<file path="src/design/smpq_pkg.sv">
// ============================================================================
// smpq_pkg
// Shared codes and field widths for the stable minimum priority queue.
// ============================================================================
`default_nettype none

package smpq_pkg;

    // Fixed widths of the stream fields.
    localparam int FIELD_BITS  = 16;
    localparam int STATUS_BITS = 2;
    localparam int OCC_BITS    = 5;
    localparam int IN_TDATA_BITS  = 32;
    localparam int OUT_TDATA_BITS = 40;

    // Request kinds carried in s_tuser.
    localparam logic MODE_INSERT = 1'b0;
    localparam logic MODE_POP    = 1'b1;

    // Result status codes carried in m_tuser.
    localparam logic [STATUS_BITS-1:0] ST_OK    = 2'd0;
    localparam logic [STATUS_BITS-1:0] ST_EMPTY = 2'd1;
    localparam logic [STATUS_BITS-1:0] ST_FULL  = 2'd2;

endpackage

`default_nettype wire

</file>
<file path="src/design/smpq_ram.sv">
// ============================================================================
// smpq_ram
// Simple dual-port entry store: one write port, one read port with a
// registered read.
// ============================================================================
`default_nettype none

module smpq_ram #(
    parameter int DEPTH = 16,
    parameter int WIDTH = 32
) (
    input  wire logic                     clk,
    input  wire logic                     wr_en,
    input  wire logic [$clog2(DEPTH)-1:0] wr_addr,
    input  wire logic [WIDTH-1:0]         wr_data,
    input  wire logic                     rd_en,
    input  wire logic [$clog2(DEPTH)-1:0] rd_addr,
    output logic      [WIDTH-1:0]         rd_data
);

    logic [WIDTH-1:0] mem [DEPTH];

    always_ff @(posedge clk)
    begin
        if (wr_en)
        begin
            mem[wr_addr] <= wr_data;
        end
    end

    always_ff @(posedge clk)
    begin
        if (rd_en)
        begin
            rd_data <= mem[rd_addr];
        end
    end

endmodule

`default_nettype wire

</file>
<file path="src/design/stable_min_priority_queue.sv">
// ============================================================================
// stable_min_priority_queue
// Bounded, stable minimum priority queue kept as a sorted ring in one RAM.
// ============================================================================
//
//  Channel  Direction  Signals                     Contents
//  -------  ---------  --------------------------  ------------------------------
//  s_*      in         tvalid tready tdata tuser   insert or pop request
//  m_*      out        tvalid tready tdata tuser   status, popped entry, occupancy
//
//  The entries live in a ring buffer in a single RAM, sorted from the head
//  (smallest key, earliest arrival) to the tail. A pop reads the head entry
//  and advances the head pointer. An insert walks the ring backward from
//  the tail through the single read port, moving every entry with a larger
//  key one slot up, and drops the new entry into the hole; into an empty
//  queue it is written straight to the tail. Refused requests (pop while
//  empty, insert while full) answer straight from the idle state.
//  Reset clears the state, the pointers, the count and the output valid
//  flag; the RAM needs no clearing, since only slots between head and tail
//  are ever read. A finished result sits in the output register until
//  m_tready; a result that finds it still full parks in a pending register,
//  and new requests are taken only while the sequencer is idle.
`default_nettype none

module stable_min_priority_queue #(
    parameter int QUEUE_DEPTH = 16,
    parameter int KEY_BITS    = 16,
    parameter int HANDLE_BITS = 16
) (
    input  wire logic        clk,
    input  wire logic        rst_n,

    input  wire logic        s_tvalid,
    output logic             s_tready,
    // s_tdata, lowest bit up: priority_req[15:0], item_handle[31:16]
    input  wire logic [31:0] s_tdata,
    // s_tuser: mode[0]
    input  wire logic [0:0]  s_tuser,

    output logic             m_tvalid,
    input  wire logic        m_tready,
    // m_tdata, lowest bit up: out_handle[15:0], out_priority[31:16],
    // occupancy[36:32], zero fill[39:37]
    output logic      [39:0] m_tdata,
    // m_tuser: status[1:0]
    output logic      [1:0]  m_tuser
);

    localparam int AW = $clog2(QUEUE_DEPTH);
    localparam int CW = $clog2(QUEUE_DEPTH + 1);
    localparam int EW = KEY_BITS + HANDLE_BITS;
    localparam int FW = smpq_pkg::FIELD_BITS;
    localparam int SW = smpq_pkg::STATUS_BITS;
    localparam int OW = smpq_pkg::OCC_BITS;

    localparam logic [AW-1:0] LAST_ADDR = AW'(QUEUE_DEPTH - 1);
    localparam logic [CW-1:0] FULL_CNT  = CW'(QUEUE_DEPTH);

    // Sequencer states.
    localparam logic [2:0] S_IDLE = 3'd0;  // waiting for a request
    localparam logic [2:0] S_POP  = 3'd1;  // head entry arrives from the RAM
    localparam logic [2:0] S_INS  = 3'd2;  // compare and shift one entry
    localparam logic [2:0] S_PUT  = 3'd3;  // new entry goes to the head slot
    localparam logic [2:0] S_HOLD = 3'd4;  // result waits for the output register

    function automatic logic [AW-1:0] ring_next(input logic [AW-1:0] a);
        ring_next = (a == LAST_ADDR) ? '0 : a + AW'(1);
    endfunction

    function automatic logic [AW-1:0] ring_prev(input logic [AW-1:0] a);
        ring_prev = (a == '0) ? LAST_ADDR : a - AW'(1);
    endfunction

    // Control registers.
    logic [2:0]    state_reg, state_next;
    logic [AW-1:0] head_reg,  head_next;
    logic [AW-1:0] tail_reg,  tail_next;
    logic [CW-1:0] count_reg, count_next;
    logic [CW-1:0] left_reg,  left_next;
    logic          out_valid_reg, out_valid_next;

    // Payload registers.
    logic [AW-1:0]       pos_reg, pos_next;
    logic [KEY_BITS-1:0] key_reg, key_next;
    logic [HANDLE_BITS-1:0] hnd_reg, hnd_next;
    logic [SW-1:0] out_status_reg, out_status_next;
    logic [FW-1:0] out_handle_reg, out_handle_next;
    logic [FW-1:0] out_prio_reg,   out_prio_next;
    logic [OW-1:0] out_occ_reg,    out_occ_next;
    logic [SW-1:0] pend_status_reg, pend_status_next;
    logic [FW-1:0] pend_handle_reg, pend_handle_next;
    logic [FW-1:0] pend_prio_reg,   pend_prio_next;
    logic [OW-1:0] pend_occ_reg,    pend_occ_next;

    // RAM port signals.
    logic          wr_en;
    logic [AW-1:0] wr_addr;
    logic [EW-1:0] wr_data;
    logic          rd_en;
    logic [AW-1:0] rd_addr;
    logic [EW-1:0] rd_data;

    // One finished result per cycle at most.
    logic          done;
    logic [SW-1:0] done_status;
    logic [FW-1:0] done_handle;
    logic [FW-1:0] done_prio;
    logic [OW-1:0] done_occ;

    logic                   accept;
    logic                   out_free;
    logic [KEY_BITS-1:0]    in_key;
    logic [HANDLE_BITS-1:0] in_hnd;
    logic [KEY_BITS-1:0]    rd_key;
    logic [HANDLE_BITS-1:0] rd_hnd;

    assign s_tready = (state_reg == S_IDLE);
    assign accept   = s_tvalid && s_tready;
    assign out_free = !out_valid_reg || m_tready;

    assign in_key = KEY_BITS'(s_tdata[FW-1:0]);
    assign in_hnd = HANDLE_BITS'(s_tdata[2*FW-1:FW]);
    assign rd_key = rd_data[KEY_BITS-1:0];
    assign rd_hnd = rd_data[EW-1:KEY_BITS];

    smpq_ram #(
        .DEPTH (QUEUE_DEPTH),
        .WIDTH (EW)
    ) u_ram (
        .clk     (clk),
        .wr_en   (wr_en),
        .wr_addr (wr_addr),
        .wr_data (wr_data),
        .rd_en   (rd_en),
        .rd_addr (rd_addr),
        .rd_data (rd_data)
    );

    always_comb
    begin
        state_next  = state_reg;
        head_next   = head_reg;
        tail_next   = tail_reg;
        count_next  = count_reg;
        left_next   = left_reg;
        pos_next    = pos_reg;
        key_next    = key_reg;
        hnd_next    = hnd_reg;

        wr_en   = 1'b0;
        wr_addr = tail_reg;
        wr_data = {hnd_reg, key_reg};
        rd_en   = 1'b0;
        rd_addr = head_reg;

        done        = 1'b0;
        done_status = smpq_pkg::ST_OK;
        done_handle = '0;
        done_prio   = '0;
        done_occ    = OW'(count_reg);

        case (state_reg)
            S_IDLE:
            begin
                if (accept)
                begin
                    if (s_tuser[0] == smpq_pkg::MODE_POP)
                    begin
                        if (count_reg == '0)
                        begin
                            done        = 1'b1;
                            done_status = smpq_pkg::ST_EMPTY;
                        end
                        else
                        begin
                            rd_en      = 1'b1;
                            rd_addr    = head_reg;
                            state_next = S_POP;
                        end
                    end
                    else if (count_reg == FULL_CNT)
                    begin
                        done        = 1'b1;
                        done_status = smpq_pkg::ST_FULL;
                    end
                    else if (count_reg == '0)
                    begin
                        // Empty queue: the new entry goes straight to the tail.
                        wr_en      = 1'b1;
                        wr_addr    = tail_reg;
                        wr_data    = {in_hnd, in_key};
                        tail_next  = ring_next(tail_reg);
                        count_next = count_reg + CW'(1);
                        done       = 1'b1;
                        done_occ   = OW'(count_next);
                    end
                    else
                    begin
                        key_next   = in_key;
                        hnd_next   = in_hnd;
                        rd_en      = 1'b1;
                        rd_addr    = ring_prev(tail_reg);
                        pos_next   = ring_prev(tail_reg);
                        left_next  = count_reg;
                        state_next = S_INS;
                    end
                end
            end

            S_POP:
            begin
                head_next   = ring_next(head_reg);
                count_next  = count_reg - CW'(1);
                done        = 1'b1;
                done_handle = FW'(rd_hnd);
                done_prio   = FW'(rd_key);
                done_occ    = OW'(count_next);
            end

            S_INS:
            begin
                if (rd_key > key_reg)
                begin
                    // Larger key moves one slot toward the tail.
                    wr_en   = 1'b1;
                    wr_addr = ring_next(pos_reg);
                    wr_data = rd_data;
                    if (left_reg == CW'(1))
                    begin
                        state_next = S_PUT;
                    end
                    else
                    begin
                        rd_en     = 1'b1;
                        rd_addr   = ring_prev(pos_reg);
                        pos_next  = ring_prev(pos_reg);
                        left_next = left_reg - CW'(1);
                    end
                end
                else
                begin
                    // Equal or smaller key stays ahead of the new entry.
                    wr_en      = 1'b1;
                    wr_addr    = ring_next(pos_reg);
                    wr_data    = {hnd_reg, key_reg};
                    tail_next  = ring_next(tail_reg);
                    count_next = count_reg + CW'(1);
                    done       = 1'b1;
                    done_occ   = OW'(count_next);
                end
            end

            S_PUT:
            begin
                wr_en      = 1'b1;
                wr_addr    = pos_reg;
                wr_data    = {hnd_reg, key_reg};
                tail_next  = ring_next(tail_reg);
                count_next = count_reg + CW'(1);
                done       = 1'b1;
                done_occ   = OW'(count_next);
            end

            S_HOLD:
            begin
                if (out_free)
                begin
                    state_next = S_IDLE;
                end
            end

            default:
            begin
                state_next = S_IDLE;
            end
        endcase

        // Result delivery: straight into the output register when it is free,
        // otherwise into the pending register until it is.
        out_valid_next   = out_valid_reg && !m_tready;
        out_status_next  = out_status_reg;
        out_handle_next  = out_handle_reg;
        out_prio_next    = out_prio_reg;
        out_occ_next     = out_occ_reg;
        pend_status_next = pend_status_reg;
        pend_handle_next = pend_handle_reg;
        pend_prio_next   = pend_prio_reg;
        pend_occ_next    = pend_occ_reg;

        if (state_reg == S_HOLD)
        begin
            if (out_free)
            begin
                out_valid_next  = 1'b1;
                out_status_next = pend_status_reg;
                out_handle_next = pend_handle_reg;
                out_prio_next   = pend_prio_reg;
                out_occ_next    = pend_occ_reg;
            end
        end
        else if (done)
        begin
            if (out_free)
            begin
                out_valid_next  = 1'b1;
                out_status_next = done_status;
                out_handle_next = done_handle;
                out_prio_next   = done_prio;
                out_occ_next    = done_occ;
                state_next      = S_IDLE;
            end
            else
            begin
                pend_status_next = done_status;
                pend_handle_next = done_handle;
                pend_prio_next   = done_prio;
                pend_occ_next    = done_occ;
                state_next       = S_HOLD;
            end
        end
    end

    always_ff @(posedge clk or negedge rst_n)
    begin
        if (!rst_n)
        begin
            state_reg     <= S_IDLE;
            head_reg      <= '0;
            tail_reg      <= '0;
            count_reg     <= '0;
            left_reg      <= '0;
            out_valid_reg <= 1'b0;
        end
        else
        begin
            state_reg     <= state_next;
            head_reg      <= head_next;
            tail_reg      <= tail_next;
            count_reg     <= count_next;
            left_reg      <= left_next;
            out_valid_reg <= out_valid_next;
        end
    end

    always_ff @(posedge clk)
    begin
        pos_reg         <= pos_next;
        key_reg         <= key_next;
        hnd_reg         <= hnd_next;
        out_status_reg  <= out_status_next;
        out_handle_reg  <= out_handle_next;
        out_prio_reg    <= out_prio_next;
        out_occ_reg     <= out_occ_next;
        pend_status_reg <= pend_status_next;
        pend_handle_reg <= pend_handle_next;
        pend_prio_reg   <= pend_prio_next;
        pend_occ_reg    <= pend_occ_next;
    end

    assign m_tvalid = out_valid_reg;
    assign m_tuser  = out_status_reg;
    assign m_tdata  = {3'b000, out_occ_reg, out_prio_reg, out_handle_reg};

endmodule

`default_nettype wire

</file>
<file path="config.mk">
export PLATFORM = sky130hd
export DESIGN_NAME = stable_min_priority_queue
export DESIGN_NICKNAME = d
export VERILOG_FILES = /design/src/design/smpq_pkg.sv /design/src/design/smpq_ram.sv /design/src/design/stable_min_priority_queue.sv
export SDC_FILE = /design/constraint.sdc
export NUM_CORES = 1
export LEC_CHECK = 0
export CAP_MARGIN = 10
export CORE_MARGIN = 4
export CORE_UTILIZATION = 37
export CTS_CLUSTER_SIZE = 10
export DETAILED_ROUTE_END_ITERATION = 7
export DONT_BUFFER_PORTS = 1
export GPL_ROUTABILITY_DRIVEN = 0
export PLACE_DENSITY_LB_ADDON = 0.12
export SLEW_MARGIN = 5
export SYNTH_ARGS = -nofsm -noshare
export SYNTH_HDL_FRONTEND = slang
export SYNTH_SLANG_ARGS = --single-unit
</file>
<file path="constraint.sdc">
create_clock -name clk -period 6.8 [get_ports clk]
set_input_delay 0.68 -clock clk [delete_from_list [all_inputs] [get_ports clk]]
set_output_delay 0.68 -clock clk [all_outputs]
set_load 0.005 [all_outputs]
</file>
## After elaboration in Yosys (flattened, before gate mapping)

Memories as Yosys holds them, arrays and structs flattened. A register that Yosys moved wholly into a read port is not among the register bits.
Index checks and enable logic that the tools add are counted.
W data, S select, Z words.

| storage, ports and cells | value |
|---|---|
| register bits after elaboration | 136 |
| output and inout bits | 44 |
| bits in writable memories | 512 |
| input port bits | 37 |
| word-level logic and storage cells | 170 |
| memories | 1 |

| operators by class | value |
|---|---|
| equality and inequality tests | 17 |
| reductions and logical operators | 19 |
| magnitude comparators | 1 |
| muxes and demuxes | 102 |
| bitwise logic cells | 5 |
| add/sub/neg operators | 8 |

Memories:

| name | words | bits a word | rd ports | clocked after Yosys merged registers in | wr ports | RTL line | text |
|---|---|---|---|---|---|---|---|
| u_ram.mem | 16 | 32 | 1 | 1 | 1 | smpq_ram.sv:21 | `logic [WIDTH-1:0] mem [DEPTH];` |

Operators with widths:

| kind | number |
|---|---|
| $mux W16 | 10 |
| $mux W32 | 5 |
| $mux W4 | 22 |
| $mux W5 | 15 |
| $pmux W32 S2 | 1 |
| $mux W3 | 11 |
| $pmux W4 S2 | 3 |
| $mux W1 | 20 |
| $pmux W5 S4 | 1 |
| $gt A16 B16 Y1 | 1 |
| $mux W2 | 8 |
| $add A4 B1 Y4 const B | 3 |
| $eq A4 B4 Y1 const B | 3 |
| $ne A2 B2 Y1 const B | 6 |
| $pmux W3 S4 | 1 |
| $pmux W4 S3 | 1 |
| $pmux W5 S2 | 1 |
| $sub A5 B1 Y5 const B | 2 |
| $logic_not A4 Y1 | 2 |
| $sub A4 B1 Y4 const B | 2 |
| $reduce_and A7 Y1 | 1 |
| $eq A3 B2 Y1 const B | 2 |
| $reduce_and A6 Y1 | 1 |
| $add A5 B1 Y5 const B | 1 |
| other kinds (19) | 29 |

## Depth between registers and ports, before layout

Gate-level depths: netlist of run 1.

| depth | value |
|---|---|
| word-level depth | 9 |
| depth in mapped cells | 15 |
| depth with buffers taken out | 12 |

## Hierarchy

Synthesis of run 1 repeated with hierarchy kept, for this count alone.

| second synthesis, totals | value |
|---|---|
| cell total of the unflattened synthesis | 1,409 |
| area total of the unflattened synthesis | 26,984.6 µm² |

By module, submodules not included:

| module | area each (µm²) | cells each | instances | seq. area each (µm²) |
|---|---|---|---|---|
| smpq_ram | 20,155.6 | 838 | 1 | 16,335.7 |
| stable_min_priority_queue | 6,829.0 | 571 | 1 | 3,973.8 |

## Worst setup path before layout of run 1

Ideal clock, no wire load.

| timing | value |
|---|---|
| path kind | register -> register |
| start | register u_ram.rd_data[11], read port of u_ram.mem |
| end | register out_status_reg[0], in the netlist m_tuser[0] (enable) |
| required time | 6.360 ns |
| data arrival time | 4.074 ns |
| buffers on the path | 2 |
| cell stages (with the launch flop) | 13 |
| path slack | 2.286 ns |
| setup time | 0.440 ns |
| period minus slack after synthesis | 4.514 ns |
| cell sequence | edfxtp_1 -> ha_1 -> a21oi_1 -> nor2_1 -> or3_1 -> o31a_1 -> buf_4 -> clkbuf_1 -> nor2_1 -> nor2_1 -> o21ai_0 -> nor2_1 -> nor2b_1 |

| between the ends | value |
|---|---|
| word-level cells in the longest chain between the ends | 5 |

Ends and longest elaborated chain:

| element | RTL line | text |
|---|---|---|
| start: declaration | smpq_ram.sv:18 | `output logic [WIDTH-1:0] rd_data` |
| $gt A16 B16 Y1 | stable_min_priority_queue.sv:222 | `if (rd_key > key_reg)` |
| $mux W1 | stable_min_priority_queue.sv:222 |  |
| $pmux W1 S3 | stable_min_priority_queue.sv:162 | `case (state_reg)` |
| $reduce_bool A2 Y1 (no source line) | - |  |
| $reduce_and A2 Y1 (no source line) | - |  |
| end signal: assignment | stable_min_priority_queue.sv:350 | `out_status_reg <= out_status_next;` |
| end: declaration | stable_min_priority_queue.sv:86 | `logic [SW-1:0] out_status_reg, out_status_next;` |

No other way between the ends.
A chain may end at the register's enable or synchronous reset.

## Worst setup path after layout of run 1

| timing | value |
|---|---|
| start | register u_ram.rd_data[11], read port of u_ram.mem |
| end | register u_ram.rd_data[18], read port of u_ram.mem (data pin) |

| between the ends | value |
|---|---|
| word-level cells in the longest chain between the ends | 3 |
| elaborated cells between the ends (all ways) | 5 |
| classes of those cells | 1 x order compare; 4 x mux |

Ends and longest elaborated chain:

| element | RTL line |
|---|---|
| $gt A16 B16 Y1 * | stable_min_priority_queue.sv:222 |
| $mux W4 / $mux W1 (equally long branches) | stable_min_priority_queue.sv:222 |
| $pmux W4 S2 / $pmux W1 S2 (equally long branches) | stable_min_priority_queue.sv:162 |

Mark *: on every way between the ends. The rest lies on a longest branch, timed or not.

==> impl_summary.log, run 1 <==
[metrics] post-CTS clock slew at the launch and capture registers of the worst setup and hold paths: around 0.06 ns
[metrics] cell taking the most area after synthesis: edfxtp_1
[metrics] ANT nets after route: 0
[metrics] cell chain of the critical path: ha_1 -> nand2_1 -> nor4_1 -> a21boi_0 -> o31a_1 -> a221o_4 -> nand2_8 -> buf_4 -> a211oi_1 -> o21ai_1 -> and4_1
[metrics] max reg flops: approximately 500
[metrics] overall routed net length: roughly 80000 um
[metrics] type of the setup path with the least slack: flip-flop to flip-flop
[metrics] maximum number of pins on one net before global-route repair: 134
[metrics] global routing usage summed across all routing layers: around 20%
[metrics] period utilisation layout: approximately 77%
[metrics] area growth from synthesis to layout: 11.9%
[metrics] FF+latch count, synth: 680
[metrics] setup slack of the worst register-to-register path: 1.58 ns
[metrics] CTS resizes: 0
[metrics] Placement Rows: 100
[metrics] vias in the first global route: 16.6k
[metrics] clock sink count: 680
[metrics] Post-Syn Area: 28200 sq um
[metrics] worst-case clock buffer depth: 3
[metrics] H-tree levels: 3
[metrics] Clock Skew: 0.0158 ns
[metrics] clock tree from TritonCTS: built
[metrics] FF-to-FF Start: u_ram.rd_data[11]
[metrics] boundary pin count: 81
[metrics] Hold Path Origin: s_tdata[11]
[metrics] Final setup viols: 0
[metrics] clock latency reported for the late side of the worst-skew pair: 0.61 ns
[metrics] router iterations before antenna repair: 8
[metrics] largest reg by FF count: u_ram.mem
[metrics] Worst Tran Pin Value: 1.20 ns
[metrics] number of post-CTS setup repair buffers: 0
[metrics] Post-Synthesis Cells: approximately 1.9k
[metrics] vias per cell: 5.78
[metrics] cell depth of the worst setup path: 11
[metrics] routed length per instance: 27.9 um
[metrics] Largest stage delay, worst path: 0.88 ns
[metrics] fraction of layout instances using a drive strength above 1: about a tenth
[metrics] Async S/R FF share, synth: 3.24%
[metrics] area of the placeable core: 74900 sq um
[metrics] gate family responsible for the most delay along the worst path: compound AO/OA/AOI/OAI gates
[metrics] final number of hold-violating endpoints: 0
[metrics] sink of the worst hold path: key_reg[11]
[metrics] RSZ-0062 raised after global routing: no
[metrics] min-delay worst type: primary input to flip-flop
[metrics] number of flops mapped to enable cells by yosys: 658
[metrics] quantity of I/O buffers inserted on ports: 0
[metrics] number of max-cap violations: 0
[metrics] critical path fanouts, max: ~120
[metrics] Fill cells: 6727
[metrics] highest-count cells in the layout ignoring fill and taps: edfxtp_1 (658), and3_1 (191), a211oi_1 (190)
[metrics] post-synth top area share: 70.1%
[metrics] first-pass GRT wire length: 119000 um
[metrics] area of the die: approximately 81000 sq um
[metrics] average cell area after synthesis: 14.6 sq um
[metrics] result of the run: finished with violations
[metrics] initial core utilization: about 38%
[metrics] Final Max Slew Viols: 0
[metrics] vertical die dimension: 284 um
[metrics] Total Nets Final: 1980
[metrics] required time of the worst setup path: 7.15 ns
[metrics] Vias: 16.8k
[metrics] Hold Path Depth: 0
[metrics] Critical Path AT: 5.57 ns
[metrics] CTS Root Cell: clkbuf_16
[metrics] timing-limited maximum frequency: approximately 190 MHz
[metrics] total negative slack for setup checks: 0 ns
[metrics] quantity of hold-fixing buffers added after cts: 2
[metrics] Critical Path Slowest Stage Cell: a221o_4
[metrics] number of buffers created by CTS: 79
[metrics] count of buffering cells on the critical path with inverters included: 1
[metrics] DRC Markers: 3
[metrics] leading cell type in the layout, fill and taps excluded: edfxtp_1
[metrics] sort of element at the start of the critical path: flip-flop
[metrics] endpoint kind of the worst setup timing path: flip-flop
[metrics] count of cell types in the netlist: 66
[metrics] slew margin rel.: 19.5%
[metrics] final critical delay including setup and external delays: 5.22 ns
[metrics] warning count from the yosys run: 0
[metrics] synth top area cells: edfxtp_1 (70%), a211oi_1 (5.1%), and3_1 (4.2%)
[metrics] Reg2Reg Capture Point: u_ram.rd_data[18]
[metrics] Iteration-0 DRC Markers: 1631
[metrics] initial antenna violation count: 4
[metrics] sequential fraction of the synthesis area: just over 70%
[metrics] violated checks: DRC
[metrics] r2r worst-path depth: 11
[metrics] Top Registers: u_ram.mem x512, u_ram.rd_data x32
[metrics] Overflow after GRT: 0
[metrics] horizontal extent of the die: 284 um
[metrics] DP Wirelength: 45600 um
[metrics] Most used DFF post-synth: edfxtp_1
[final cells by class]
| class | instances | area (sq um) | share of cell area, % |
|---|---|---|---|
| clock inverter | 6 | 55.1 | 0.175 |
| sequential | 680 | 20300 | 64.4 |
| tap | 969 | 1210 | 3.84 |
| inverter | 56 | 210 | 0.666 |
| antenna | 2 | 5.00 | 0.0159 |
| clock buffer | 96 | 2100 | 6.67 |
| timing repair buffer | 53 | 438 | 1.39 |
| multi-input combinational | 1047 | 7210 | 22.9 |
[synth_stat cells, types with 10 or more instances]
cell      number
nor2_1        48
o21ai_0       61
o21ai_1       71
inv_1         55
edfxtp_1     658
a32oi_1       33
a222oi_1      24
clkbuf_1      79
buf_2         42
a21oi_1       32
buf_4         20
nand2_1      113
and4_1        33
ha_1          26
and2_1        36
dfrtp_1       22
and3_1       191
o22ai_1       10
mux2i_1       37
a211oi_1     190
a21o_1        37
[cell families (layout without fill, tap and decap cells)]
kind of cell | after synthesis | in the layout | synth area share (%)
xor gates and xnor gates | 9 | 9 | 0.279
buffers and inverters | 204 | 211 | 3.33
muxes | 46 | 46 | 1.71
and+or+nand+nor | 473 | 473 | 9.47
other | 1 | 5 | 0.0133
adders and majority gates | 26 | 26 | 1.15
DFF | 680 | 680 | 72.0
AOI/OAI and AO/OA | 490 | 490 | 12.0
[worst max-delay path by stage]
stage                 startpoint                 to  slack (ns)
2_1_floorplan  u_ram.rd_data[11]         m_tuser[0]        2.29
3_3_place_gp   u_ram.rd_data[11]  u_ram.rd_data[18]        1.69
3_5_place_dp   u_ram.rd_data[11]   u_ram.rd_data[2]        1.64
4_1_cts        u_ram.rd_data[11]  u_ram.rd_data[18]        1.63
5_1_grt        u_ram.rd_data[11]  u_ram.rd_data[18]        1.18
6_report       u_ram.rd_data[11]  u_ram.rd_data[18]        1.58
[per-layer routing]
metal	wire length (um)	part of all wire [%]	global-route usage, %	vias to the layer above
met5	0	0	0	-
met3	4820	5.9	3.54	107
met2	37400	46	31.4	525
met4	1620	2.0	5.13	0
met1	37300	46	28.3	8662
li1	-	-	-	7533
[per-stage QoR]
step	hold slack [ns]	instance area [sq um]	setup slack (ns)	instances	utilization (%)
after CTS	0.112	31500	1.63	2905	42.1
after global routing	0.132	31500	1.18	2907	42.1
after floorplan	0.384	28200	2.29	1931	-
after global placement	0.388	29300	1.69	2801	39.1
after detailed placement	0.388	29300	1.64	2801	39.1
final	0.168	31500	1.58	2909	42.1
Power of run 1 is not shown: default switching activity piles up to over one toggle a cycle in this logic, so the estimate is an artifact.
==> run 2: changes to the inputs <==
==> constraint.sdc (replaced) <==
create_clock -name clk -period 5.46 [get_ports clk]
set_input_delay 0.546 -clock clk [delete_from_list [all_inputs] [get_ports clk]]
set_output_delay 0.546 -clock clk [all_outputs]
set_load 0.005 [all_outputs]
==> impl_summary.log, run 2 (same netlist as run 1, synthesis figures left out) <==
[metrics] slew margin rel.: 32.6% (+13 points)
[metrics] final critical delay including setup and external delays: 4.69 ns (-0.529 ns)
[metrics] post-CTS clock slew at the launch and capture registers of the worst setup and hold paths: 0.05 ns (about the same)
[metrics] endpoint kind of the worst setup timing path: flip-flop
[metrics] ANT nets after route: 0 (unchanged)
[metrics] vias in the first global route: 16.9k (+1.8%)
[metrics] Worst Tran Pin Value: 1.01 ns (-0.194 ns)
[metrics] routed length per instance: 28.1 um (+0.80%)
[metrics] quantity of hold-fixing buffers added after cts: 34 (+32)
[metrics] CTS resizes: 0 (unchanged)
[metrics] Fill cells: 6671 (-0.83%)
[metrics] area of the placeable core: 74900 sq um (unchanged)
[metrics] global routing usage summed across all routing layers: 20.2% (+0.44 points)
[metrics] number of post-CTS setup repair buffers: 0 (unchanged)
[metrics] area growth from synthesis to layout: 14.0%
[metrics] type of the setup path with the least slack: flip-flop to flip-flop
[metrics] Placement Rows: 100 (unchanged)
[metrics] maximum number of pins on one net before global-route repair: 141 (+5.2%)
[metrics] Vias: 17.1k (+1.6%)
[metrics] sort of element at the start of the critical path: flip-flop
[metrics] DRC Markers: 0 (-3)
[metrics] max reg flops: 512 (unchanged)
[metrics] Total Nets Final: 2028 (+2.4%)
[metrics] required time of the worst setup path: 5.92 ns (-1.23 ns)
[metrics] largest reg by FF count: u_ram.mem
[metrics] final number of hold-violating endpoints: 0 (unchanged)
[metrics] number of buffers created by CTS: 79 (unchanged)
[metrics] leading cell type in the layout, fill and taps excluded: edfxtp_1
[metrics] critical path fanouts, max: 64 (-46%)
[metrics] vias per cell: 5.78 (-0.10%)
[metrics] clock tree from TritonCTS: built
[metrics] CTS Root Cell: clkbuf_16
[metrics] total negative slack for setup checks: 0 ns (unchanged)
[metrics] area of the die: 80700 sq um (unchanged)
[metrics] highest-count cells in the layout ignoring fill and taps: edfxtp_1 (658), and3_1 (191), a211oi_1 (190)
[metrics] DP Wirelength: 46300 um (+1.6%)
[metrics] clock latency reported for the late side of the worst-skew pair: 0.63 ns (+0.02 ns)
[metrics] Critical Path AT: 5.15 ns (-0.42 ns)
[metrics] Top Registers: u_ram.mem x512, u_ram.rd_data x32
[metrics] utilization of the core after routing: 42.9% (+0.83 points)
[metrics] Final setup viols: 0 (unchanged)
[metrics] worst-case clock buffer depth: 3 (unchanged)
[metrics] Final Max Slew Viols: 0 (unchanged)
[metrics] Iteration-0 DRC Markers: 1630 (-0.061%)
[metrics] boundary pin count: 81 (unchanged)
[metrics] H-tree levels: 3 (unchanged)
[metrics] router iterations before antenna repair: 6 (-2)
[metrics] initial core utilization: 37.6% (unchanged)
[metrics] timing-limited maximum frequency: 213 MHz (+11%)
[metrics] overall routed net length: 83100 um (+2.5%)
[metrics] period utilisation layout: 85.9% (+9.2 points)
[metrics] vertical die dimension: 284 um (unchanged)
[metrics] first-pass GRT wire length: 121000 um (+2.3%)
[metrics] Overflow after GRT: 0 (unchanged)
[metrics] result of the run: finished clean
[metrics] Clock Skew: 0.0228 ns (+0.00695 ns)
[metrics] horizontal extent of the die: 284 um (unchanged)
[metrics] quantity of I/O buffers inserted on ports: 0 (unchanged)
[metrics] fraction of layout instances using a drive strength above 1: 10.5% (+0.76 points)
[metrics] clock sink count: 680 (unchanged)
[metrics] initial antenna violation count: 3 (-1)
[metrics] RSZ-0062 raised after global routing: no
[metrics] number of max-cap violations: 0 (unchanged)
[metrics] min-delay worst type: primary input to flip-flop
==> run 2: cell types whose count changed in the layout (fill, tap and decap cells not counted), moves of 2 or more <==
| cell | before | now |
|---|---|---|
| dlygate4sd3_1 | 1 | 33 |
| buf_12 | 3 | 15 |
| buf_4 | 49 | 52 |
| clkbuf_1 | 14 | 11 |
| clkinv_2 | 0 | 2 |
| inv_6 | 0 | 2 |
==> run 2: layout make-up <==
cell class	count	area, sq um	share of cell area [%]
clock buffer	93	2080	6.47
clock inverter	11	109	0.338
antenna	1	2.50	0.00778
multi-input combinational	1047	7210	22.4
timing repair buffer	101	1030	3.21
tap	969	1210	3.77
inverter	56	210	0.653
sequential	680	20300	63.1
==> run 2: routing by layer <==
metal | vias to the layer above | global-route usage, % | part of all wire [%]
met5 | - | 0 | 0
met4 | 0 | 4.99 | 1.9
met3 | 104 | 3.24 | 5.8
met2 | 540 | 32.2 | 46
met1 | 8816 | 29.2 | 46
li1 | 7633 | - | -
==> run 2: worst max-delay path, stage by stage (launching register included) <==
cell	delay, ns
edfxtp_1	0.45
ha_1	0.37
nand4_2	0.14
nor4_1	0.40
a21boi_0	0.23
o31a_1	0.50
buf_4	0.35
mux2_4	0.55
buf_4	0.76
a211oi_1	0.10
o21ai_1	0.23
and4_1	0.31
==> run 2: worst paths after layout <==
path                                   startpoint                  to  slack (ns)  cells past startpoint
min in group asynchronous                   rst_n         left_reg[1]        0.38                      2
max in group asynchronous                   rst_n         tail_reg[2]        4.93                      2
worst max-delay path            u_ram.rd_data[14]    u_ram.rd_data[5]        0.77                     11
worst min-delay path                      s_tuser  pend_status_reg[0]        0.21                      2
worst min register to register        left_reg[1]         left_reg[1]        0.51                      2
worst max register to register  u_ram.rd_data[14]    u_ram.rd_data[5]        0.77                     11
==> run 2: through the flow <==
step | worst slack (ns) | instances | hold slack [ns] | instance area [sq um]
finish | 0.768 | 2958 | 0.210 | 32200
global route | 0.524 | 2957 | 0.192 | 32200
CTS | 0.779 | 2957 | 0.180 | 32200
detailed placement | 0.789 | 2819 | 0.253 | 29600
global placement | 0.765 | 2818 | 0.253 | 29600
floorplan | 0.946 | 1931 | 0.250 | 28200
Power of run 2 is left out for the same reason.
